File: config.mk
export PLATFORM = sky130hd
export DESIGN_NAME = ascii_to_signed_bcd_parser_top
export DESIGN_NICKNAME = d
export VERILOG_FILES = /design/src/sv/asbcd_pkg.sv /design/src/sv/ascii_to_signed_bcd_parser_top.sv
export VERILOG_INCLUDE_DIRS = /design/src /design/src/sv
export SDC_FILE = /design/constraint.sdc
export NUM_CORES = 1
export LEC_CHECK = 0
export BUFFER_PORTS_ARGS = -buffer_cell sky130_fd_sc_hd__buf_2
export CAP_MARGIN = 20
export CORE_AREA = 2 2 136 138
export DETAILED_ROUTE_END_ITERATION = 7
export DIE_AREA = 0 0 138 140
export MAX_ROUTING_LAYER = met4
export SLEW_MARGIN = 20
export SYNTH_ARGS = -nofsm -noshare
export SYNTH_HDL_FRONTEND = slang
export SYNTH_SLANG_ARGS = --single-unit
File: constraint.sdc
create_clock -name clk -period 9.9 [get_ports clk]
set_input_delay 1.98 -clock clk [delete_from_list [all_inputs] [get_ports clk]]
set_output_delay 1.98 -clock clk [all_outputs]
set_load 0.02 [all_outputs]
File: src/sv/assert_macros.svh
// ---------------------------------------------------------------------------
// Assertion macros
// Shared concurrent assertion wrappers, clocked on clk; ASSERT_CLK is disabled in reset.
// ---------------------------------------------------------------------------
`ifndef ASSERT_MACROS_SVH
`define ASSERT_MACROS_SVH

// Property checked at every rising edge of clk, off while rst_n is low.
`define ASSERT_CLK(label, prop, msg) \
  label: assert property (@(posedge clk) disable iff (!rst_n) prop) else $error(msg);

// Same check, kept active during reset as well.
`define ASSERT_ALWAYS(label, prop, msg) \
  label: assert property (@(posedge clk) prop) else $error(msg);

`endif

File: src/sv/asbcd_pkg.sv
// ---------------------------------------------------------------------------
// asbcd_pkg
// Types and constants for the ASCII decimal to signed packed BCD parser.
// ---------------------------------------------------------------------------
`timescale 1ns / 1ps

package asbcd_pkg;

  localparam int BCD_DIGITS_DEF = 8;

  localparam int VALUE_W   = 32;
  localparam int CONSUME_W = 16;
  localparam int CHAR_W    = 8;

  localparam logic [CHAR_W-1:0] CH_SPACE = 8'h20;
  localparam logic [CHAR_W-1:0] CH_TAB   = 8'h09;
  localparam logic [CHAR_W-1:0] CH_PLUS  = 8'h2B;
  localparam logic [CHAR_W-1:0] CH_MINUS = 8'h2D;
  localparam logic [CHAR_W-1:0] CH_ZERO  = 8'h30;
  localparam logic [CHAR_W-1:0] CH_NINE  = 8'h39;

  typedef enum logic [1:0] {
    PH_IDLE   = 2'd0,  // done, waiting for start
    PH_LEAD   = 2'd1,  // skipping blanks, sign allowed
    PH_FIRST  = 2'd2,  // first digit required
    PH_DIGITS = 2'd3   // packing digits
  } phase_t;

  typedef struct packed {
    logic [CONSUME_W-1:0] consumed;
    logic                 error;
    logic [VALUE_W-1:0]   bcd_value;
  } result_t;

endpackage

File: src/sv/ascii_to_signed_bcd_parser_top.sv
// ---------------------------------------------------------------------------
// ascii_to_signed_bcd_parser_top
// Parses a stream of ASCII characters into signed packed BCD numbers.
// ---------------------------------------------------------------------------
//
//  channel | dir | tdata                          | tuser
//  --------+-----+--------------------------------+-----------
//  in_     | in  | [7:0] ch                       | start_req
//  out_    | out | [31:0] bcd_value,[47:32] consumed | error
//
//  One character request per cycle while in_tready is high; the parse state register
//  is updated in the same cycle the request is taken.
//  A result is registered into the head slot on its ending character, or into the skid slot while the head is stalled.
//  Head register plus one skid register on the result side: input keeps
//  flowing while one result is stalled, in_tready drops only when both hold.
//  rst_n is synchronous, active low; it clears the parse state and the valid
//  flags of both result slots. No clearing pass.
// ---------------------------------------------------------------------------
`timescale 1ns / 1ps
`include "assert_macros.svh"

module ascii_to_signed_bcd_parser_top #(
  parameter int BCD_DIGITS = asbcd_pkg::BCD_DIGITS_DEF
) (
  input  logic        clk,
  input  logic        rst_n,
  // input character channel
  input  logic        in_tvalid,
  output logic        in_tready,
  input  logic [7:0]  in_tdata,   // [7:0] ch
  input  logic        in_tuser,   // [0] start_req
  // result channel
  output logic        out_tvalid,
  input  logic        out_tready,
  output logic [47:0] out_tdata,  // [31:0] bcd_value, [47:32] consumed
  output logic        out_tuser   // [0] error
);

  import asbcd_pkg::*;

  localparam int ACC_W = 4 * BCD_DIGITS;

  // parse state
  phase_t               phase_r, phase_nxt;
  logic                 neg_r, neg_nxt;
  logic [ACC_W-1:0]     acc_r, acc_nxt;
  logic                 ovf_r, ovf_nxt;
  logic [CONSUME_W-1:0] cnt_r, cnt_nxt;

  // result slots
  logic    out_v_r, out_v_nxt;
  logic    skid_v_r, skid_v_nxt;
  result_t head_r, head_nxt;
  result_t skid_r, skid_nxt;

  logic    in_acc;
  logic    pop;
  logic    emit;
  result_t res;

  logic [ACC_W-1:0]       comp;
  logic [ACC_W+VALUE_W-1:0] val_ext;

  assign in_tready = !skid_v_r;
  assign in_acc    = in_tvalid && in_tready;
  assign pop       = out_v_r && out_tready;

  // nine's complement, digit by digit
  always_comb begin
    for (int i = 0; i < BCD_DIGITS; i++) begin
      comp[4*i +: 4] = 4'd9 - acc_r[4*i +: 4];
    end
  end

  assign val_ext = {{VALUE_W{1'b0}}, (neg_r ? comp : acc_r)};

  // one character step
  always_comb begin
    phase_t               ph;
    logic                 neg;
    logic [ACC_W-1:0]     acc;
    logic                 ovf;
    logic [CONSUME_W-1:0] cnt;
    logic                 is_digit;
    logic                 is_blank;
    logic [3:0]           dig;

    ph  = phase_r;
    neg = neg_r;
    acc = acc_r;
    ovf = ovf_r;
    cnt = cnt_r;
    emit = 1'b0;
    res  = '0;

    is_digit = (in_tdata >= CH_ZERO) && (in_tdata <= CH_NINE);
    is_blank = (in_tdata == CH_SPACE) || (in_tdata == CH_TAB);
    dig      = in_tdata[3:0];

    if (in_tuser) begin
      ph  = PH_LEAD;
      neg = 1'b0;
      acc = '0;
      ovf = 1'b0;
      cnt = '0;
    end

    case (ph)
      PH_IDLE: begin
      end
      PH_LEAD, PH_FIRST: begin
        if (ph == PH_LEAD && is_blank) begin
          if (cnt != '1) cnt = cnt + 1'b1;
        end else if (ph == PH_LEAD &&
                     (in_tdata == CH_MINUS || in_tdata == CH_PLUS)) begin
          neg = (in_tdata == CH_MINUS);
          if (cnt != '1) cnt = cnt + 1'b1;
          ph  = PH_FIRST;
        end else if (is_digit) begin
          acc = ACC_W'(dig);
          if (cnt != '1) cnt = cnt + 1'b1;
          ph  = PH_DIGITS;
        end else begin
          // no digit after blanks and sign
          emit          = 1'b1;
          res.bcd_value = '0;
          res.error     = 1'b1;
          res.consumed  = '0;
          ph            = PH_IDLE;
        end
      end
      PH_DIGITS: begin
        if (is_digit) begin
          if (cnt != '1) cnt = cnt + 1'b1;
          if (!ovf) begin
            if (acc[ACC_W-1 -: 4] != 4'd0) begin
              ovf = 1'b1;
              acc = '0;
            end else begin
              acc = (acc << 4) | ACC_W'(dig);
            end
          end
        end else begin
          emit          = 1'b1;
          res.error     = ovf;
          res.bcd_value = ovf ? '0 : val_ext[VALUE_W-1:0];
          res.consumed  = cnt;
          ph            = PH_IDLE;
        end
      end
      default: begin
        ph = PH_IDLE;
      end
    endcase

    phase_nxt = phase_r;
    neg_nxt   = neg_r;
    acc_nxt   = acc_r;
    ovf_nxt   = ovf_r;
    cnt_nxt   = cnt_r;
    if (in_acc) begin
      phase_nxt = ph;
      neg_nxt   = neg;
      acc_nxt   = acc;
      ovf_nxt   = ovf;
      cnt_nxt   = cnt;
    end
  end

  // head + skid result slots
  always_comb begin
    logic push;
    push       = in_acc && emit;
    out_v_nxt  = out_v_r;
    skid_v_nxt = skid_v_r;
    head_nxt   = head_r;
    skid_nxt   = skid_r;
    if (skid_v_r) begin
      // input stalled here, no push possible
      if (pop) begin
        head_nxt   = skid_r;
        skid_v_nxt = 1'b0;
      end
    end else if (out_v_r && !pop) begin
      if (push) begin
        skid_nxt   = res;
        skid_v_nxt = 1'b1;
      end
    end else begin
      out_v_nxt = push;
      if (push) head_nxt = res;
    end
  end

  always_ff @(posedge clk) begin
    if (!rst_n) begin
      phase_r  <= PH_IDLE;
      neg_r    <= 1'b0;
      acc_r    <= '0;
      ovf_r    <= 1'b0;
      cnt_r    <= '0;
      out_v_r  <= 1'b0;
      skid_v_r <= 1'b0;
    end else begin
      phase_r  <= phase_nxt;
      neg_r    <= neg_nxt;
      acc_r    <= acc_nxt;
      ovf_r    <= ovf_nxt;
      cnt_r    <= cnt_nxt;
      out_v_r  <= out_v_nxt;
      skid_v_r <= skid_v_nxt;
    end
  end

  always_ff @(posedge clk) begin
    head_r <= head_nxt;
    skid_r <= skid_nxt;
  end

  assign out_tvalid = out_v_r;
  assign out_tdata  = {head_r.consumed, head_r.bcd_value};
  assign out_tuser  = head_r.error;

  // checks
  `ASSERT_ALWAYS(a_skid_has_head, (!rst_n || !skid_v_r || out_v_r), "skid valid without head")
  `ASSERT_CLK(a_err_zero_value, (out_v_r && head_r.error) |-> (head_r.bcd_value == '0), "error result with nonzero value")
  `ASSERT_CLK(a_ovf_acc_clear, (phase_r == PH_DIGITS && ovf_r) |-> (acc_r == '0), "overflow left accumulator nonzero")
  `ASSERT_CLK(a_idle_no_emit, (in_acc && !in_tuser && phase_r == PH_IDLE) |=> (out_v_r == $past(out_v_r && !pop) || skid_v_r), "result from idle phase")

endmodule
==> impl_results.md <==
- Met3 Usage GRT: 3.932%
- Clock power frac: 45.2%
- Clk Tree Root Cell: clkbuf_16
- Fin nets: 719
- Synth Area in XOR/XNOR: 2.125%
- Compound-gate portion of the synthesized area: 14.43%
- Largest net degree at the start of global routing: 65
- Post-synth EDFFs: 98
- Leak pwr: 0.002790 µW
- Peak VDD IR: 0.1348 mV
- First-pass GRT wire length: 25.59 mm
- CTS H-Tree Depth: 4
- Initial antenna violation count: 0
- Share of cells above drive strength 1: 17.68%
- IO Pins: 64
- Post-synthesis net count: 672
- Psw: 311.2 µW
- Core outline area: 17780 µm²
- Mapped Cells: 647
- Final worst-path cycle share: 51.02%
- Largest family of logic cells by synthesized area: simple AND/OR/NAND/NOR gates
- Post-CTS sizing: 0
- Std cell rows: 49
- Skew final: 8.958 ps
- RSZ-0062 raised after global routing: no
- Setup crit start kind: primary input
- Hold Buf Count CTS: 0
- Vias: 5091
- Maximum Capacitance Violations: 0
- Hold Fails Final Rpt: 0
- Worst Path Arrival: 5140 ps
- Post CTS Setup Buffer Count: 0
- Die Span Y: 140 µm
- Drt first-iter violations: 472
- Slew @ Worst Pin: 890.6 ps
- Outcome: completed
- Post-detailed-route count of antenna-violating nets: 0
- Routed WL per cell: 16.93 µm
- Met2 usage in global routing: 24.28%
- Worst Path Required: 9980 ps
- Clock sink total: 152
- Synth Area per Inst: 10.83 µm²
- Adder-Cell Fraction of Synth Area: 2.143%
- Async SR Flop Fraction: 0%
- Buffers on Ports: 63
- HPWL after DPL: 10.59 mm
- Combinational group share of total power: 5.6%
- Yosys cell types: 58
- Synth-to-Final Area Change: 15.68%
- Clk_lat worst skew: 430 ps
- Final setup viols: 0
- Critical Path Max Stage Delay: 620 ps
- WP buf/inv: 3
- GRT met1 Usage: 23.74%
- CTS tree: done
- Worst rel slew slack: 39.84%
- CP max-delay cell: a21oi_4
- Seq cells post-synth: 152
- Final std cells w/o fill: 936
- Top FF cell, synth: edfxtp_1
- Post-synth top area cell: edfxtp_1
- Max Root-Sink Buffers: 2
- Placed Cells: 904
- Simple-gate area share of the yosys netlist: 16.89%
- Sw frac: 22.25%
- Die area: 19320 µm²
- CTS buffer count: 17
- # DRC: 0
- Number of antenna diodes: 0
- Mapped Area: 7007 µm²
- Filler cells: 1661
- First-pass iteration count of the detailed router: 5
- Fin crit period: 5051 ps
- Max FO, Critical Path: 31
- Setup TNS: 0 ps
- Die span in x: 138 µm
- Pwr Density: 172.5 nW/µm²
- Vias in the first global route: 4833
- Delay-heaviest family, CP: compound AO/OA/AOI/OAI gates
- Seq/Total Area, Yosys: 57.43%
- Fmax: 198.0 MHz
- Yosys top cell area share: 42.00%
- Vias per cell: 5.439
- Clk slew on worst S/H paths: 60 ps
- Routability Congestion: 0.9138
- Yosys Warn Count: 0
- Max Slew Vio Count: 0
- Nature of the critical path endpoint: flip-flop
- Worst min-delay path category: reg2reg
- Gr busiest metal: met2
- Flop pwr share: 49.2%
- Aggregate global-route resource usage: 17.10%
- Post-synthesis mux area share: 3.393%
- Final global-route overflow total: 0
- Most frequent cells after synthesis: edfxtp_1, nand2_1, nor2_1
- Int Power: 1087 µW
- Initial Util: 39.41%
- Synth top area cells: edfxtp_1, dfxtp_1, nand2_1, a22o_1, o31ai_1
- Top-count cell post-synth: edfxtp_1
- Final wirelength: 15.85 mm
- Crit path cell chain: buf_2 > nor2_1 > inv_1 > ha_1 > nor4b_1 > o211a_1 > or3_1 > o21ai_0 > nand2_1 > a21oi_4 > buf_4
- Worst Setup Path Type: in2reg
-- worst register-to-register path, stage by stage, from the launching register on --
cell and delay (ps):
dfxtp_1 300, nor2_1 140, inv_1 110, ha_1 220, nor4b_1 140, o211a_1 180
or3_1 430, o21ai_0 300, nand2_1 170, a21oi_4 620, buf_4 480
-- final cells by class --
type	instances	area, µm²	area share, %
clock inverter	9	83.83	1.034
tap	229	286.5	3.535
sequential	152	4026	49.68
timing repair buffer	68	352.8	4.353
multi-input combinational	428	2754	33.98
clock buffer	23	500.5	6.175
inverter	27	101.3	1.250
-- sequential cells by signal (all words and copies together), names as in the netlist --
signal,cells
acc_r,32
phase_r,2
skid_v_r,1
ovf_r,1
out_tuser,1
out_tvalid,1
out_tdata,48
neg_r,1
cnt_r,16
skid_r,49
-- power by group through the flow --
stage	clock, µW	combinational [µW]	sequential [µW]
CTS	646	77.4	688
floorplan	0	38.3	714
global placement	0	76.4	702
global route	670	84.5	689
detailed placement	0	77.3	702
finish	632	78.0	688
-- cells in the final DEF, fill, tap and decap left out, types with 3 or more instances in the layout --
master,Yosys,final
a22o_1,33,33
ha_1,12,12
nand2_1,79,79
a21boi_0,3,3
a21oi_1,19,18
o21ai_0,18,18
clkinv_2,0,3
xnor2_1,9,9
dfxtp_1,54,52
nand4_1,3,3
nor2b_1,10,10
mux2i_1,8,8
nor3_1,18,18
clkbuf_1,37,3
and2_1,12,12
a32oi_1,4,4
buf_4,0,5
mux2_2,14,14
o31ai_1,34,34
nand2b_1,9,9
edfxtp_1,98,98
nor2_1,56,56
clkbuf_16,0,19
inv_1,26,26
a31oi_1,6,6
nor4b_1,3,3
nand3_1,13,13
nor4_1,7,7
buf_2,0,63
or3_1,4,3
xor2_1,8,8
and3_1,7,6
a22oi_1,4,4
-- routing by layer --
layer | routed length (µm) | vias to the layer above
met5 | 0 | -
met2 | 7043 | 189
met1 | 7585 | 2406
li1 | - | 2475
met3 | 929 | 21
met4 | 289 | 0
-- kinds of logic (layout without fill, tap and decap cells) --
| family | after synthesis | after routing |
|---|---|---|
| DFF | 152 | 152 |
| xor gates and xnor gates | 17 | 17 |
| muxes | 22 | 22 |
| AOI/OAI and AO/OA | 140 | 140 |
| buffers and inverters | 67 | 127 |
| adders and majority gates | 12 | 12 |
| and+or+nand+nor | 237 | 237 |
-- per-stage QoR --
step	total power (µW)	area, µm²	util, %	setup WS [ps]	hold WS, ps
global placement	778.0	7511	42.24	4566	473.8
floorplan	752.3	7007	-	3262	441.9
detailed placement	779.0	7512	42.25	4458	473.8
CTS	1412	8097	45.54	4900	482.0
finish	1399	8105	45.59	4849	481.5
global route	1444	8105	45.59	4480	513.0
-- final timing paths --
| kind | start | to | slack [ps] | depth (start not counted) |
|---|---|---|---|---|
| hold reg to reg | cnt_r[11] | cnt_r[11] | 480 | 2 |
| setup reg to reg | phase_r[0] | out_tdata[41] | 6460 | 10 |
| hold / removal | cnt_r[11] | cnt_r[11] | 480 | 2 |
| setup / recovery | in_tuser | out_tdata[41] | 4850 | 11 |
No activity file was read; power rests on OpenSTA's default activity.
